[config.mk]
export PLATFORM = sky130hd
export DESIGN_NAME = text_console_cursor_engine_flat
export DESIGN_NICKNAME = d
export VERILOG_FILES = /design/src/rtl/core/tcc_pkg.sv /design/src/rtl/core/tcc_if.sv /design/src/rtl/core/tcc_front.sv /design/src/rtl/core/tcc_fifo.sv /design/src/rtl/core/tcc_back.sv /design/src/rtl/core/text_console_cursor_engine.sv /design/src/flat_wrapper.sv
export SDC_FILE = /design/constraint.sdc
export NUM_CORES = 2
export LEC_CHECK = 0
export BUFFER_PORTS_ARGS = -buffer_cell sky130_fd_sc_hd__buf_4
export CAP_MARGIN = 20
export CORE_ASPECT_RATIO = 1.25
export CORE_MARGIN = 3
export CORE_UTILIZATION = 38
export DETAILED_ROUTE_END_ITERATION = 10
export PLACE_DENSITY = 0.52
export SLEW_MARGIN = 5
export SYNTH_ARGS = -nofsm -noshare
export SYNTH_HDL_FRONTEND = slang
export SYNTH_HIERARCHICAL = 1
export SYNTH_SLANG_ARGS = --single-unit
[constraint.sdc]
create_clock -name i_clk -period 10.2 [get_ports i_clk]
set_input_delay 1.02 -clock i_clk [delete_from_list [all_inputs] [get_ports i_clk]]
set_output_delay 1.02 -clock i_clk [all_outputs]
set_load 0.1 [all_outputs]
[src/rtl/core/tcc_pkg.sv]
package tcc_pkg;

    localparam int HISTORY_DEPTH = 256;
    localparam int HIST_IDX_W    = $clog2(HISTORY_DEPTH);
    localparam int HIST_CNT_W    = $clog2(HISTORY_DEPTH + 1);

    // queue depth must be a power of two, pointers wrap naturally
    localparam int QUEUE_DEPTH = 4;
    localparam int QPTR_W      = $clog2(QUEUE_DEPTH);

    localparam int POS_W        = 12;
    localparam int TAB_STOPS    = 8;
    localparam int TAB_W        = $clog2(TAB_STOPS);
    localparam int SCROLL_LINES = 4;
    localparam int DIV_STEPS    = POS_W;
    localparam int DIV_CNT_W    = $clog2(DIV_STEPS + 1);

    localparam logic [20:0] CHAR_BACKSPACE = 21'd8;
    localparam logic [20:0] CHAR_TAB       = 21'd9;
    localparam logic [20:0] CHAR_NEWLINE   = 21'd10;
    localparam logic [20:0] CHAR_RETURN    = 21'd13;

    localparam int PADDR_W   = 5;
    localparam int REG_IDX_W = 3;
    localparam logic [REG_IDX_W-1:0] REG_WIN_LEFT    = 3'd0;
    localparam logic [REG_IDX_W-1:0] REG_WIN_RIGHT   = 3'd1;
    localparam logic [REG_IDX_W-1:0] REG_WIN_TOP     = 3'd2;
    localparam logic [REG_IDX_W-1:0] REG_WIN_BOTTOM  = 3'd3;
    localparam logic [REG_IDX_W-1:0] REG_LINE_HEIGHT = 3'd4;
    localparam logic [REG_IDX_W-1:0] REG_SPACE_WIDTH = 3'd5;

    localparam logic [11:0] RST_WIN_LEFT    = 12'd0;
    localparam logic [11:0] RST_WIN_RIGHT   = 12'd1024;
    localparam logic [11:0] RST_WIN_TOP     = 12'd0;
    localparam logic [11:0] RST_WIN_BOTTOM  = 12'd768;
    localparam logic [7:0]  RST_LINE_HEIGHT = 8'd16;
    localparam logic [7:0]  RST_SPACE_WIDTH = 8'd8;

    typedef enum logic [2:0] {
        OP_NEWLINE,
        OP_RETURN,
        OP_TAB,
        OP_BACKSPACE,
        OP_GLYPH
    } t_op;

    typedef enum logic [1:0] {
        CMD_MOVE,
        CMD_SCROLL,
        CMD_CLEAR,
        CMD_DRAW
    } t_cmd;

    typedef enum logic [1:0] {
        ST_IDLE,
        ST_DIVIDE,
        ST_EXEC,
        ST_PEND
    } t_back_state;

    typedef struct packed {
        t_op         op;
        logic [20:0] char_code;
        logic [7:0]  glyph_width;
    } t_item;

    typedef struct packed {
        logic  push;
        t_item item;
    } t_q_wr;

    typedef struct packed {
        t_cmd        command;
        logic [11:0] rect_x0;
        logic [11:0] rect_y0;
        logic [11:0] rect_x1;
        logic [11:0] rect_y1;
        logic [9:0]  scroll_pixels;
        logic [20:0] glyph_code;
        logic [11:0] cursor_x;
        logic [11:0] cursor_y;
        logic        last;
    } t_result;

    typedef struct packed {
        logic [11:0] win_left;
        logic [11:0] win_right;
        logic [11:0] win_top;
        logic [11:0] win_bottom;
        logic [7:0]  line_height;
        logic [7:0]  space_width;
    } t_cfg;

endpackage

[src/rtl/core/tcc_if.sv]
interface tcc_in_if;
    logic        valid;
    logic        ready;
    logic [20:0] char_code;
    logic [7:0]  glyph_width;

    modport source (output valid, output char_code, output glyph_width, input ready);
    modport sink   (input valid, input char_code, input glyph_width, output ready);
endinterface

interface tcc_out_if;
    logic        valid;
    logic        ready;
    logic [1:0]  command;
    logic [11:0] rect_x0;
    logic [11:0] rect_y0;
    logic [11:0] rect_x1;
    logic [11:0] rect_y1;
    logic [9:0]  scroll_pixels;
    logic [20:0] glyph_code;
    logic [11:0] cursor_x;
    logic [11:0] cursor_y;
    logic        last;

    modport source (
        output valid, output command, output rect_x0, output rect_y0,
        output rect_x1, output rect_y1, output scroll_pixels, output glyph_code,
        output cursor_x, output cursor_y, output last, input ready
    );
    modport sink (
        input valid, input command, input rect_x0, input rect_y0,
        input rect_x1, input rect_y1, input scroll_pixels, input glyph_code,
        input cursor_x, input cursor_y, input last, output ready
    );
endinterface

[src/rtl/core/tcc_front.sv]
module tcc_front
    import tcc_pkg::*;
(
    tcc_in_if.sink i_in,
    input  logic   i_q_full,
    output t_q_wr  o_q_wr
);

    t_op op;

    always_comb begin
        case (i_in.char_code)
            CHAR_NEWLINE:   op = OP_NEWLINE;
            CHAR_RETURN:    op = OP_RETURN;
            CHAR_TAB:       op = OP_TAB;
            CHAR_BACKSPACE: op = OP_BACKSPACE;
            default:        op = OP_GLYPH;
        endcase
    end

    assign i_in.ready              = !i_q_full;
    assign o_q_wr.push             = i_in.valid && !i_q_full;
    assign o_q_wr.item.op          = op;
    assign o_q_wr.item.char_code   = i_in.char_code;
    assign o_q_wr.item.glyph_width = i_in.glyph_width;

endmodule

[src/rtl/core/tcc_fifo.sv]
module tcc_fifo
    import tcc_pkg::*;
(
    input  logic  i_clk,
    input  logic  i_rst_n,
    input  t_q_wr i_wr,
    output logic  o_full,
    input  logic  i_pop,
    output t_item o_item,
    output logic  o_empty
);

    t_item             r_mem [QUEUE_DEPTH];
    logic [QPTR_W-1:0] r_wr_ptr, n_wr_ptr;
    logic [QPTR_W-1:0] r_rd_ptr, n_rd_ptr;
    logic [QPTR_W:0]   r_fill, n_fill;
    logic              push, pop;

    assign o_full  = (r_fill == (QPTR_W + 1)'(QUEUE_DEPTH));
    assign o_empty = (r_fill == '0);
    assign o_item  = r_mem[r_rd_ptr];
    assign push    = i_wr.push && !o_full;
    assign pop     = i_pop && !o_empty;

    always_comb begin
        n_wr_ptr = push ? r_wr_ptr + 1'b1 : r_wr_ptr;
        n_rd_ptr = pop ? r_rd_ptr + 1'b1 : r_rd_ptr;
        n_fill   = r_fill;
        if (push && !pop) begin
            n_fill = r_fill + 1'b1;
        end else if (pop && !push) begin
            n_fill = r_fill - 1'b1;
        end
    end

    always_ff @(posedge i_clk) begin
        if (!i_rst_n) begin
            r_wr_ptr <= '0;
            r_rd_ptr <= '0;
            r_fill   <= '0;
        end else begin
            r_wr_ptr <= n_wr_ptr;
            r_rd_ptr <= n_rd_ptr;
            r_fill   <= n_fill;
        end
    end

    always_ff @(posedge i_clk) begin
        if (push) begin
            r_mem[r_wr_ptr] <= i_wr.item;
        end
    end

endmodule

[src/rtl/core/tcc_back.sv]
module tcc_back
    import tcc_pkg::*;
(
    input  logic     i_clk,
    input  logic     i_rst_n,
    input  t_cfg     i_cfg,
    input  t_item    i_q_item,
    input  logic     i_q_empty,
    output logic     o_q_pop,
    tcc_out_if.source o_out
);

    t_back_state           r_state, n_state;
    t_item                 r_item, n_item;
    logic [11:0]           r_cur_x, n_cur_x;
    logic [11:0]           r_cur_y, n_cur_y;
    logic [HIST_CNT_W-1:0] r_count, n_count;
    logic                  r_bs_hit, n_bs_hit;
    logic [7:0]            r_rem, n_rem;
    logic [POS_W-1:0]      r_quo, n_quo;
    logic [DIV_CNT_W-1:0]  r_div_cnt, n_div_cnt;
    t_result               r_out, n_out;
    logic                  r_out_valid, n_out_valid;
    t_result               r_pend, n_pend;
    logic [11:0]           r_rd_x;

    logic [11:0]           r_hist [HISTORY_DEPTH];

    logic                  hist_we, hist_re;
    logic [HIST_IDX_W-1:0] hist_waddr, hist_raddr;
    logic [11:0]           hist_wdata;

    logic                  out_free;
    logic [HIST_CNT_W-1:0] eff_count, idx, top_idx;
    logic [8:0]            rem_sh;
    logic                  rem_ge;
    logic [9:0]            scroll_px;
    logic                  do_scroll, do_wrap;
    logic [11:0]           y_s, y_nl, base_x, base_y, tab_adv;
    logic [TAB_W:0]        tab_steps;
    t_result               res_scroll, res1, res2;
    logic                  two;

    function automatic t_result mk_move(logic [11:0] x, logic [11:0] y);
        t_result r;
        r          = '0;
        r.command  = CMD_MOVE;
        r.cursor_x = x;
        r.cursor_y = y;
        return r;
    endfunction

    assign out_free  = !r_out_valid || o_out.ready;
    // the history pointer wraps to the base once the stack is full
    assign eff_count = (r_count >= HIST_CNT_W'(HISTORY_DEPTH)) ? '0 : r_count;
    assign top_idx   = eff_count - 1'b1;

    // one restoring division step: quotient bits come out msb first
    assign rem_sh = {r_rem, r_quo[POS_W-1]};
    assign rem_ge = rem_sh >= {1'b0, i_cfg.space_width};

    assign scroll_px = 10'({2'b00, i_cfg.line_height} * 10'(SCROLL_LINES));
    assign do_scroll = ({1'b0, r_cur_y} + 13'(i_cfg.line_height)) >= {1'b0, i_cfg.win_bottom};
    assign do_wrap   = ({1'b0, r_cur_x} + 13'(r_item.glyph_width)) >= {1'b0, i_cfg.win_right};
    assign y_s       = do_scroll ? r_cur_y - 12'(scroll_px) : r_cur_y;
    assign y_nl      = y_s + 12'(i_cfg.line_height);
    assign base_x    = do_wrap ? i_cfg.win_left : r_cur_x;
    assign base_y    = do_wrap ? y_nl : r_cur_y;
    assign tab_steps = (TAB_W + 1)'(TAB_STOPS) - {1'b0, r_quo[TAB_W-1:0]};
    assign tab_adv   = 12'(tab_steps) * 12'(i_cfg.space_width);

    always_comb begin
        res_scroll               = '0;
        res_scroll.command       = CMD_SCROLL;
        res_scroll.rect_x0       = i_cfg.win_left;
        res_scroll.rect_y0       = i_cfg.win_top;
        res_scroll.rect_x1       = i_cfg.win_right;
        res_scroll.rect_y1       = i_cfg.win_bottom;
        res_scroll.scroll_pixels = scroll_px;
        res_scroll.cursor_x      = r_cur_x;
        res_scroll.cursor_y      = y_s;
    end

    // effect of the held item, applied when the output register can take it
    always_comb begin
        res1       = mk_move(r_cur_x, r_cur_y);
        res2       = mk_move(r_cur_x, r_cur_y);
        two        = 1'b0;
        n_cur_x    = r_cur_x;
        n_cur_y    = r_cur_y;
        n_count    = r_count;
        hist_we    = 1'b0;
        idx        = r_count;
        hist_wdata = r_cur_x;
        case (r_item.op)
            OP_NEWLINE: begin
                n_cur_x = i_cfg.win_left;
                n_cur_y = y_nl;
                n_count = '0;
                if (do_scroll) begin
                    two  = 1'b1;
                    res1 = res_scroll;
                    res2 = mk_move(i_cfg.win_left, y_nl);
                end else begin
                    res1 = mk_move(i_cfg.win_left, y_nl);
                end
            end
            OP_RETURN: begin
                n_cur_x = i_cfg.win_left;
                n_count = '0;
                res1    = mk_move(i_cfg.win_left, r_cur_y);
            end
            OP_TAB: begin
                hist_we = 1'b1;
                n_count = r_count + 1'b1;
                n_cur_x = r_cur_x + tab_adv;
                res1    = mk_move(r_cur_x + tab_adv, r_cur_y);
            end
            OP_BACKSPACE: begin
                if (r_bs_hit) begin
                    n_cur_x       = r_rd_x;
                    res1          = mk_move(r_rd_x, r_cur_y);
                    res1.command  = CMD_CLEAR;
                    res1.rect_x0  = r_rd_x;
                    res1.rect_y0  = r_cur_y;
                    res1.rect_x1  = r_cur_x;
                    res1.rect_y1  = r_cur_y + 12'(i_cfg.line_height);
                end
            end
            OP_GLYPH: begin
                idx        = do_wrap ? '0 : r_count;
                hist_we    = 1'b1;
                hist_wdata = base_x;
                n_count    = idx + 1'b1;
                n_cur_x    = base_x + 12'(r_item.glyph_width);
                n_cur_y    = base_y;
                res2            = mk_move(base_x + 12'(r_item.glyph_width), base_y);
                res2.command    = CMD_DRAW;
                res2.rect_x0    = base_x;
                res2.rect_y0    = base_y;
                res2.rect_x1    = base_x + 12'(r_item.glyph_width);
                res2.rect_y1    = base_y + 12'(i_cfg.line_height);
                res2.glyph_code = r_item.char_code;
                if (do_wrap && do_scroll) begin
                    two  = 1'b1;
                    res1 = res_scroll;
                end else begin
                    res1 = res2;
                end
            end
            default: begin
                res1 = mk_move(r_cur_x, r_cur_y);
            end
        endcase
        res1.last  = !two;
        res2.last  = 1'b1;
        hist_waddr = idx[HIST_IDX_W-1:0];
    end

    always_comb begin
        n_state     = r_state;
        n_item      = r_item;
        n_bs_hit    = r_bs_hit;
        n_rem       = r_rem;
        n_quo       = r_quo;
        n_div_cnt   = r_div_cnt;
        n_out       = r_out;
        n_out_valid = r_out_valid && !o_out.ready;
        n_pend      = r_pend;
        o_q_pop     = 1'b0;
        hist_re     = 1'b0;
        hist_raddr  = top_idx[HIST_IDX_W-1:0];
        case (r_state)
            ST_IDLE: begin
                if (!i_q_empty) begin
                    o_q_pop  = 1'b1;
                    n_item   = i_q_item;
                    n_bs_hit = (eff_count != '0);
                    n_state  = ST_EXEC;
                    if (i_q_item.op == OP_TAB) begin
                        n_rem     = '0;
                        n_quo     = r_cur_x - i_cfg.win_left;
                        n_div_cnt = DIV_CNT_W'(DIV_STEPS);
                        n_state   = ST_DIVIDE;
                    end else if (i_q_item.op == OP_BACKSPACE && eff_count != '0) begin
                        hist_re = 1'b1;
                    end
                end
            end
            ST_DIVIDE: begin
                n_rem     = rem_ge ? 8'(rem_sh - {1'b0, i_cfg.space_width}) : rem_sh[7:0];
                n_quo     = {r_quo[POS_W-2:0], rem_ge};
                n_div_cnt = r_div_cnt - 1'b1;
                if (r_div_cnt == DIV_CNT_W'(1)) begin
                    n_state = ST_EXEC;
                end
            end
            ST_EXEC: begin
                if (out_free) begin
                    n_out       = res1;
                    n_out_valid = 1'b1;
                    n_pend      = res2;
                    n_state     = two ? ST_PEND : ST_IDLE;
                end
            end
            ST_PEND: begin
                if (out_free) begin
                    n_out       = r_pend;
                    n_out_valid = 1'b1;
                    n_state     = ST_IDLE;
                end
            end
            default: begin
                n_state = ST_IDLE;
            end
        endcase
    end

    always_ff @(posedge i_clk) begin
        if (!i_rst_n) begin
            r_state     <= ST_IDLE;
            r_out_valid <= 1'b0;
            r_cur_x     <= RST_WIN_LEFT;
            r_cur_y     <= RST_WIN_TOP;
            r_count     <= '0;
            r_bs_hit    <= 1'b0;
            r_div_cnt   <= '0;
        end else begin
            r_state     <= n_state;
            r_out_valid <= n_out_valid;
            r_bs_hit    <= n_bs_hit;
            r_div_cnt   <= n_div_cnt;
            if (r_state == ST_IDLE && o_q_pop) begin
                r_count <= (n_bs_hit && i_q_item.op == OP_BACKSPACE) ? top_idx
                                                                      : eff_count;
            end else if (r_state == ST_EXEC && out_free) begin
                r_count <= n_count;
                r_cur_x <= n_cur_x;
                r_cur_y <= n_cur_y;
            end
        end
    end

    always_ff @(posedge i_clk) begin
        r_item <= n_item;
        r_rem  <= n_rem;
        r_quo  <= n_quo;
        r_out  <= n_out;
        r_pend <= n_pend;
    end

    always_ff @(posedge i_clk) begin
        if (hist_we && r_state == ST_EXEC && out_free) begin
            r_hist[hist_waddr] <= hist_wdata;
        end
    end

    always_ff @(posedge i_clk) begin
        if (hist_re) begin
            r_rd_x <= r_hist[hist_raddr];
        end
    end

    assign o_out.valid         = r_out_valid;
    assign o_out.command       = r_out.command;
    assign o_out.rect_x0       = r_out.rect_x0;
    assign o_out.rect_y0       = r_out.rect_y0;
    assign o_out.rect_x1       = r_out.rect_x1;
    assign o_out.rect_y1       = r_out.rect_y1;
    assign o_out.scroll_pixels = r_out.scroll_pixels;
    assign o_out.glyph_code    = r_out.glyph_code;
    assign o_out.cursor_x      = r_out.cursor_x;
    assign o_out.cursor_y      = r_out.cursor_y;
    assign o_out.last          = r_out.last;

`ifndef SYNTHESIS
    a_count_bound: assert property (@(posedge i_clk) disable iff (!i_rst_n)
        r_count <= HIST_CNT_W'(HISTORY_DEPTH))
        else $error("history count beyond depth");

    a_pend_not_last: assert property (@(posedge i_clk) disable iff (!i_rst_n)
        (r_state == ST_PEND && r_out_valid) |-> !r_out.last)
        else $error("first of two results marked last");

    a_pop_leaves_idle: assert property (@(posedge i_clk) disable iff (!i_rst_n)
        (r_state == ST_IDLE && o_q_pop) |=> (r_state != ST_IDLE))
        else $error("popped transaction not taken up");

    a_div_running: assert property (@(posedge i_clk) disable iff (!i_rst_n)
        (r_state == ST_DIVIDE) |-> (r_div_cnt != '0))
        else $error("divider running with no steps left");
`endif

endmodule

[src/rtl/core/text_console_cursor_engine.sv]
// Cursor engine for a bitmapped text console. Each input transaction carries one character
// and its glyph width; each gives one or two result transactions (drawing command plus the
// cursor after it), the final one flagged by last. Inputs are classified and queued (four
// entries) ahead of a sequential back end, so input is taken while results wait. The back
// end handles one character at a time, a scroll first where one is needed; a tab takes its
// stop position from a 12-step restoring divider. The backspace history is a 256-entry
// memory read into a register ahead of use. Window and font registers sit on the APB port
// and are to be written only while the block is idle; the block does not enforce this.
module text_console_cursor_engine
    import tcc_pkg::*;
(
    input  logic               i_clk,
    input  logic               i_rst_n,
    tcc_in_if.sink             i_in,
    tcc_out_if.source          o_out,
    input  logic               psel,
    input  logic               penable,
    input  logic               pwrite,
    input  logic [PADDR_W-1:0] paddr,
    input  logic [31:0]        pwdata,
    output logic [31:0]        prdata,
    output logic               pready
);

    t_cfg                 r_cfg;
    logic [REG_IDX_W-1:0] reg_idx;
    logic                 cfg_we;
    t_q_wr                q_wr;
    logic                 q_full, q_empty, q_pop;
    t_item                q_item;

    assign pready  = 1'b1;
    assign reg_idx = paddr[PADDR_W-1:2];
    assign cfg_we  = psel && penable && pwrite;

    always_ff @(posedge i_clk) begin
        if (!i_rst_n) begin
            r_cfg.win_left    <= RST_WIN_LEFT;
            r_cfg.win_right   <= RST_WIN_RIGHT;
            r_cfg.win_top     <= RST_WIN_TOP;
            r_cfg.win_bottom  <= RST_WIN_BOTTOM;
            r_cfg.line_height <= RST_LINE_HEIGHT;
            r_cfg.space_width <= RST_SPACE_WIDTH;
        end else if (cfg_we) begin
            case (reg_idx)
                REG_WIN_LEFT:    r_cfg.win_left    <= pwdata[11:0];
                REG_WIN_RIGHT:   r_cfg.win_right   <= pwdata[11:0];
                REG_WIN_TOP:     r_cfg.win_top     <= pwdata[11:0];
                REG_WIN_BOTTOM:  r_cfg.win_bottom  <= pwdata[11:0];
                REG_LINE_HEIGHT: r_cfg.line_height <= pwdata[7:0];
                REG_SPACE_WIDTH: r_cfg.space_width <= pwdata[7:0];
                default: begin
                end
            endcase
        end
    end

    always_comb begin
        case (reg_idx)
            REG_WIN_LEFT:    prdata = 32'(r_cfg.win_left);
            REG_WIN_RIGHT:   prdata = 32'(r_cfg.win_right);
            REG_WIN_TOP:     prdata = 32'(r_cfg.win_top);
            REG_WIN_BOTTOM:  prdata = 32'(r_cfg.win_bottom);
            REG_LINE_HEIGHT: prdata = 32'(r_cfg.line_height);
            REG_SPACE_WIDTH: prdata = 32'(r_cfg.space_width);
            default:         prdata = '0;
        endcase
    end

    tcc_front u_front (
        .i_in     (i_in),
        .i_q_full (q_full),
        .o_q_wr   (q_wr)
    );

    tcc_fifo u_fifo (
        .i_clk   (i_clk),
        .i_rst_n (i_rst_n),
        .i_wr    (q_wr),
        .o_full  (q_full),
        .i_pop   (q_pop),
        .o_item  (q_item),
        .o_empty (q_empty)
    );

    tcc_back u_back (
        .i_clk     (i_clk),
        .i_rst_n   (i_rst_n),
        .i_cfg     (r_cfg),
        .i_q_item  (q_item),
        .i_q_empty (q_empty),
        .o_q_pop   (q_pop),
        .o_out     (o_out)
    );

endmodule
[src/flat_wrapper.sv]
// flat-port wrapper written by rule: the top's interface ports become plain ports
module text_console_cursor_engine_flat import tcc_pkg::*;
  (i_clk, i_rst_n, psel, penable, pwrite, paddr, pwdata, prdata, pready, i_in_valid, i_in_char_code, i_in_glyph_width, i_in_ready, o_out_valid, o_out_command, o_out_rect_x0, o_out_rect_y0, o_out_rect_x1, o_out_rect_y1, o_out_scroll_pixels, o_out_glyph_code, o_out_cursor_x, o_out_cursor_y, o_out_last, o_out_ready);
  tcc_in_if i_in_i ();
  tcc_out_if o_out_i ();
  input  logic i_clk;
  input  logic i_rst_n;
  input  logic psel;
  input  logic penable;
  input  logic pwrite;
  input  logic [PADDR_W-1:0] paddr;
  input  logic [31:0] pwdata;
  output logic [31:0] prdata;
  output logic pready;
  input wire logic [$bits(i_in_i.valid)-1:0] i_in_valid;
  input wire logic [$bits(i_in_i.char_code)-1:0] i_in_char_code;
  input wire logic [$bits(i_in_i.glyph_width)-1:0] i_in_glyph_width;
  output wire logic [$bits(i_in_i.ready)-1:0] i_in_ready;
  output wire logic [$bits(o_out_i.valid)-1:0] o_out_valid;
  output wire logic [$bits(o_out_i.command)-1:0] o_out_command;
  output wire logic [$bits(o_out_i.rect_x0)-1:0] o_out_rect_x0;
  output wire logic [$bits(o_out_i.rect_y0)-1:0] o_out_rect_y0;
  output wire logic [$bits(o_out_i.rect_x1)-1:0] o_out_rect_x1;
  output wire logic [$bits(o_out_i.rect_y1)-1:0] o_out_rect_y1;
  output wire logic [$bits(o_out_i.scroll_pixels)-1:0] o_out_scroll_pixels;
  output wire logic [$bits(o_out_i.glyph_code)-1:0] o_out_glyph_code;
  output wire logic [$bits(o_out_i.cursor_x)-1:0] o_out_cursor_x;
  output wire logic [$bits(o_out_i.cursor_y)-1:0] o_out_cursor_y;
  output wire logic [$bits(o_out_i.last)-1:0] o_out_last;
  input wire logic [$bits(o_out_i.ready)-1:0] o_out_ready;
  assign i_in_i.valid = i_in_valid;
  assign i_in_i.char_code = i_in_char_code;
  assign i_in_i.glyph_width = i_in_glyph_width;
  assign i_in_ready = i_in_i.ready;
  assign o_out_valid = o_out_i.valid;
  assign o_out_command = o_out_i.command;
  assign o_out_rect_x0 = o_out_i.rect_x0;
  assign o_out_rect_y0 = o_out_i.rect_y0;
  assign o_out_rect_x1 = o_out_i.rect_x1;
  assign o_out_rect_y1 = o_out_i.rect_y1;
  assign o_out_scroll_pixels = o_out_i.scroll_pixels;
  assign o_out_glyph_code = o_out_i.glyph_code;
  assign o_out_cursor_x = o_out_i.cursor_x;
  assign o_out_cursor_y = o_out_i.cursor_y;
  assign o_out_last = o_out_i.last;
  assign o_out_i.ready = o_out_ready;
  text_console_cursor_engine u_core (.i_clk(i_clk), .i_rst_n(i_rst_n), .i_in(i_in_i), .o_out(o_out_i), .psel(psel), .penable(penable), .pwrite(pwrite), .paddr(paddr), .pwdata(pwdata), .prdata(prdata), .pready(pready));
endmodule
-- After elaboration in Yosys (flattened, before gate mapping)
Memories as Yosys holds them, arrays and structs flattened. A register that Yosys moved wholly into a read port is not among the register bits.
Index checks and enable logic that the tools add are counted.
- bits in registers: 375
- memory bits (writable): 3200
- memories kept: 2
- memory list (memory ; words ; width ; rd ports ; clocked after memory_dff ; write ports ; line ; text):
    u_core.u_back.r_hist ; 256 ; 12 ; 1 ; 1 ; 1 ; tcc_back.sv:27 ; logic [11:0] r_hist [HISTORY_DEPTH];
    u_core.u_fifo.r_mem ; 4 ; 32 ; 1 ; 1 ; 1 ; tcc_fifo.sv:13 ; t_item r_mem [QUEUE_DEPTH];
- $mul: 1
- bitwise logic cells: 2
- multiplexer cells: 64
- eq/ne operators: 26
- reduce and logical (&&, ||, !) cells: 52
- $add $sub $neg: 19
- magnitude comparators: 4
- operators by type and width (cell ; number):
    case mux 106 bit (5 select lines) ; 1
    two-way mux 106 bit ; 4
    case mux 106 bit (2 select lines) ; 2
    two-way mux 105 bit ; 1
    == test 21 x 4 -> 1 bit, second input constant ; 4
    two-way mux 12 bit ; 7
    case mux 12 bit (6 select lines) ; 1
    adder 12 x 8 -> 12 bit ; 4
    case mux 12 bit (2 select lines) ; 2
    case mux 12 bit (4 select lines) ; 1
    two-way mux 9 bit ; 5
    two-way mux 8 bit ; 4
    case mux 9 bit (3 select lines) ; 1
    adder 12 x 8 -> 13 bit ; 2
    >= comparator 13 x 12 -> 1 bit ; 2
    two-way mux 25 bit ; 1
    adder 9 x 1 -> 9 bit, second input constant ; 2
    == test 3 x 2 -> 1 bit, second input constant ; 6
    AND reduction 2 bit ; 9
    two-way mux 1 bit ; 17
    two-way mux 2 bit ; 8
    case mux 8 bit (2 select lines) ; 1
    logical AND 1 bit ; 15
    adder 12 bit ; 1
    other kinds (35) ; 67

-- Depth between registers and ports, before layout
- word-level depth: 10
- gate-level depth with buffers: 35
- mapped depth without buffers: 32

-- Hierarchy
The synthesis kept the hierarchy.
- modules (own cells, without submodules) (module ; seq. area each (sq um) ; instances ; cells an instance ; area an instance (sq um)):
    tcc_back ; 100936.8 ; 1 ; 7533 ; 139513.8
    tcc_fifo ; 4023.9 ; 1 ; 215 ; 5147.4
    text_console_cursor_engine ; 1281.2 ; 1 ; 315 ; 3070.4
    tcc_front ; 0.0 ; 1 ; 42 ; 316.6

-- Worst setup path after synthesis
Ideal clock, no wire load.
- path kind: in2reg
- start point: in o_out_ready
- end point: mem u_core.u_back.r_hist[219][0] (enable)
- setup slack: 1927 ps
- arrival: 7892 ps
- cell stages on the path: 10
- data required time: 9820 ps
- cell sequence: nand2b_1 nand2_1 nor2_1 o21ai_0 nand2b_1 clkbuf_1 nor3b_2 nand2_1 clkbuf_1 nor2_1
- word-level cells in the longest chain between the ends: 4
- RTL lines (item ; line ; text):
    start, declared ; flat_wrapper.sv:30 ; input wire logic [$bits(o_out_i.ready)-1:0] o_out_ready;
    logical OR 1 bit ; tcc_back.sv:53 ; assign out_free = !r_out_valid || o_out.ready;
    logical AND 1 bit ; tcc_back.sv:253 ; if (hist_we && r_state == ST_EXEC && out_free) begin
    two-way mux 1 bit ; tcc_back.sv:253 ;
    two-way mux 1 bit (implied by the code) ; tcc_back.sv:254 ; r_hist[hist_waddr] <= hist_wdata;
    end, declared ; tcc_back.sv:27 ;
No other way between the ends.

==> impl_metrics.yaml <==
critical_path:
  worst-path-max-fanout: 24
  cpMostUsedCell: "a21oi_1"
  r2r_slack_ns: 2.47
  crit_type: "reg -> reg"
  crit_path_start_kind: "flop"
  crit_start: "u_core/u_back/r_cur_x[1]"
  critical_path_required_ns: 11.03
  r2r_cells: 31
  slowest_delay_ns: 0.64
  reg2reg_to: "u_core/u_back/o_out.cursor_x[10]"
  crit-reg2reg-launch: "u_core/u_back/r_cur_x[1]"
  end_kind: "flop"
  cp_data_arrival_time_ns: 8.56
  critPathSlowestCell: "dfxtp_1"
floorplan:
  fp-row-count: 255
  fp.dieW_um: 564.3
  top_level_ports: 214
  die_area_um2: 397200
  core_area_um2: 387000
  initial_core_util: 0.3825
  die_h_um: 703.9
logic_synthesis:
  netlist_area_um2: 148000
  synth.top_cell.area_share: 0.7022
  ys_top_cells_by_area: "edfxtp_1 70%, mux4_2 12%, mux2i_1 1.9%"
  yosysSeqAreaShare: 0.7176
  syn_inst: 8105
  ys_ff_latch: 3576
  synthFlopType: "edfxtp_1"
  synth_edf_count: 3462
  synth_cell_types: 100
  postSynthAreaPerCell_um2: 18.27
  yosys_warnings: 6
  ys_async_sr_fraction: 0
  yosysTopAreaCell: "edfxtp_1"
place:
  hpwl_mm: 247.4
  gp_congestion: 0.9296
  port_buffers: 168
  dpl_cell_area_um2: 156600
timing:
  finalHoldViolations: 0
  min_period_over_period: 0.7576
  setup_viol: 0
  clock_skew_ns: 0.07214
  slew_headroom: 0.1065
  fin_tns_setup_ns: 0
  tightest_slew_ns: 1.340
  rsz0062_at_grt: "false"
  fmax_mhz: 129.4
  holdWs_ns: 0.2873
  drv_slew: 0
  post-route-min-period_ns: 7.727
power:
  p_clk_frac: 0.320
  sw_frac_of_total: 0.3126
  power_frac_seq: 0.440
  ir_drop_v: 0.0002130
  intPower_mw: 28.59
  power_density_nw_per_um2: 246.7
  p_comb_frac: 0.240
  leakage_nw: 53.14
  p_switching_mw: 13.00
clocking:
  cts-root-buf: "clkbuf_16"
  cts_buffer_depth: 4
  holdBufCountCts: 0
  clkTransAtPathRegs_ns: 0.06
  cts_setup_buffers: 0
  cts_tree: "yes"
  cts-htree-levels: 5
  cts_resized: 0
  clk_latency_ns: 0.96
  numCtsBuffers: 365
  numClockSinks: 3576
outcome:
  status: "finished clean"
layout:
  layout.nets: 8754
  areaGrowthSynthToFinish_pct: 13.89
  mostFrequentLayoutCells: "3,462 x edfxtp_1, 802 x mux4_2, 475 x buf_4"
  fin_area_um2: 168600
  utilization: 0.4357
  drive_gt1_frac: 0.2295
  layout_commonest_cell: "edfxtp_1"
  nFillCells: 33640
grt:
  grt.total_usage: 0.1994
  grt-ovfl-total: 0
  grt_antenna_before_repair: 23
  grt_pass1_vias: 79190
  grt_pass1_wl_mm: 578.5
  grt_max_degree: 177
job:
  max_cap_viol_count: 0
detailed_routing:
  firstDrtPassIters: 8
  drtIter0Drc: 7935
  num_vias: 78080
  routed_wl_mm: 404.5
  drc: 0
  wire_per_inst_um: 28.95
  antenna_left: 0
  via_per_inst: 5.589
min_path:
  hold_path_end: "u_core/u_fifo/r_mem[1][6]"
  hp-class: "in -> reg"
  whs_path_depth: 1
  min-delay-start: "i_in_glyph_width[6]"
worst max-delay path by stage:
stage	slack, ns	end	depth (start not counted)
final	2.47	u_core/u_back/o_out.cursor_x[10]	31
after global routing	2.16	u_core/u_back/o_out.cursor_x[10]	31
after floorplan	1.93	u_core/u_back/r_hist[219][0]	10
after detailed placement	2.77	u_core/u_back/o_out.rect_y1[11]	27
after global placement	2.70	u_core/u_back/o_out.cursor_x[9]	28
after CTS	2.69	u_core/u_back/o_out.rect_y1[11]	27
synthesized netlist by cell type, types with 24 or more instances:
cell,instances
mux4_2,802
ha_1,122
nor3_1,39
a21boi_1,24
nor2_1,474
clkbuf_1,288
and2_1,44
dfxtp_1,114
a211o_1,28
a221oi_1,36
a211oi_1,335
a21o_1,35
edfxtp_1,3462
nand3_1,31
a31oi_1,28
xnor2_1,55
a21oi_1,329
nor2b_1,225
fa_1,29
o21ai_0,182
buf_4,98
xor2_1,29
buf_2,71
nand2_1,356
inv_1,144
mux2i_1,285
buf_6,63
and3_1,31
worst max-delay path: cells and delay by family (launching register included):
kind	cells	cell delay, ns
buf+inv	2	0.39
compound gates	20	4.55
xor+xnor	2	0.48
fa+ha+maj	4	1.22
flops	1	0.64
simple gates	3	0.33
sequential cells by signal (all words and copies together) (netlist names), 21 cells and up, named ones only:
register / count
u_core/u_back/r_item: 32
u_core/u_back/o_out.glyph_code: 21
u_core/u_fifo/r_mem: 128
u_core/u_back/r_pend: 94
u_core/r_cfg: 64
u_core/u_back/r_hist: 3072
cell type report:
cell class	instances	area [um2]	area share
sequential	3576	106200	0.6301
tap	5140	6431	0.03814
clock buffer	454	9703	0.05755
timing repair buffer	583	5076	0.03010
clock inverter	210	2091	0.01240
antenna	4	10.01	0.00005936
inverter	148	558.0	0.003310
multi-input combinational	3856	38500	0.2283
cells by family after synthesis:
family	share of synthesized area
xor gates and xnor gates	0.005155
buffers and inverters	0.02467
DFF	0.7176
adders and majority gates	0.01423
muxes	0.1433
and+or+nand+nor	0.03929
AOI/OAI and AO/OA	0.05566
other	0.00007606
metrics by stage:
stage               power (mW)  setup WS [ns]  cells
floorplan                25.14          1.927   8125
global placement         28.49          2.696  13160
detailed placement       28.69          2.768  13280
CTS                      42.04          2.692  13950
global route             43.15          2.156  13970
finish                   41.59          2.473  13970
power by group through the flow:
| stage | combinational [mW] | sequential, mW | clock, mW |
|---|---|---|---|
| after global placement | 9.90 | 18.6 | 0 |
| final | 9.98 | 18.3 | 13.3 |
| after CTS | 10.1 | 18.3 | 13.6 |
| after global routing | 10.6 | 18.3 | 14.2 |
| after detailed placement | 10.1 | 18.6 | 0 |
| after floorplan | 5.56 | 19.6 | 0 |
routing by layer:
layer / up-vias / track usage / routed length, um
met5: - / 0 / 77
met4: 12 / 0.07629 / 17560
met3: 689 / 0.03126 / 24840
met2: 2817 / 0.3285 / 198300
met1: 41100 / 0.2661 / 163700
li1: 33470 / - / -
Note: power is estimated with default switching activity, not from simulation.
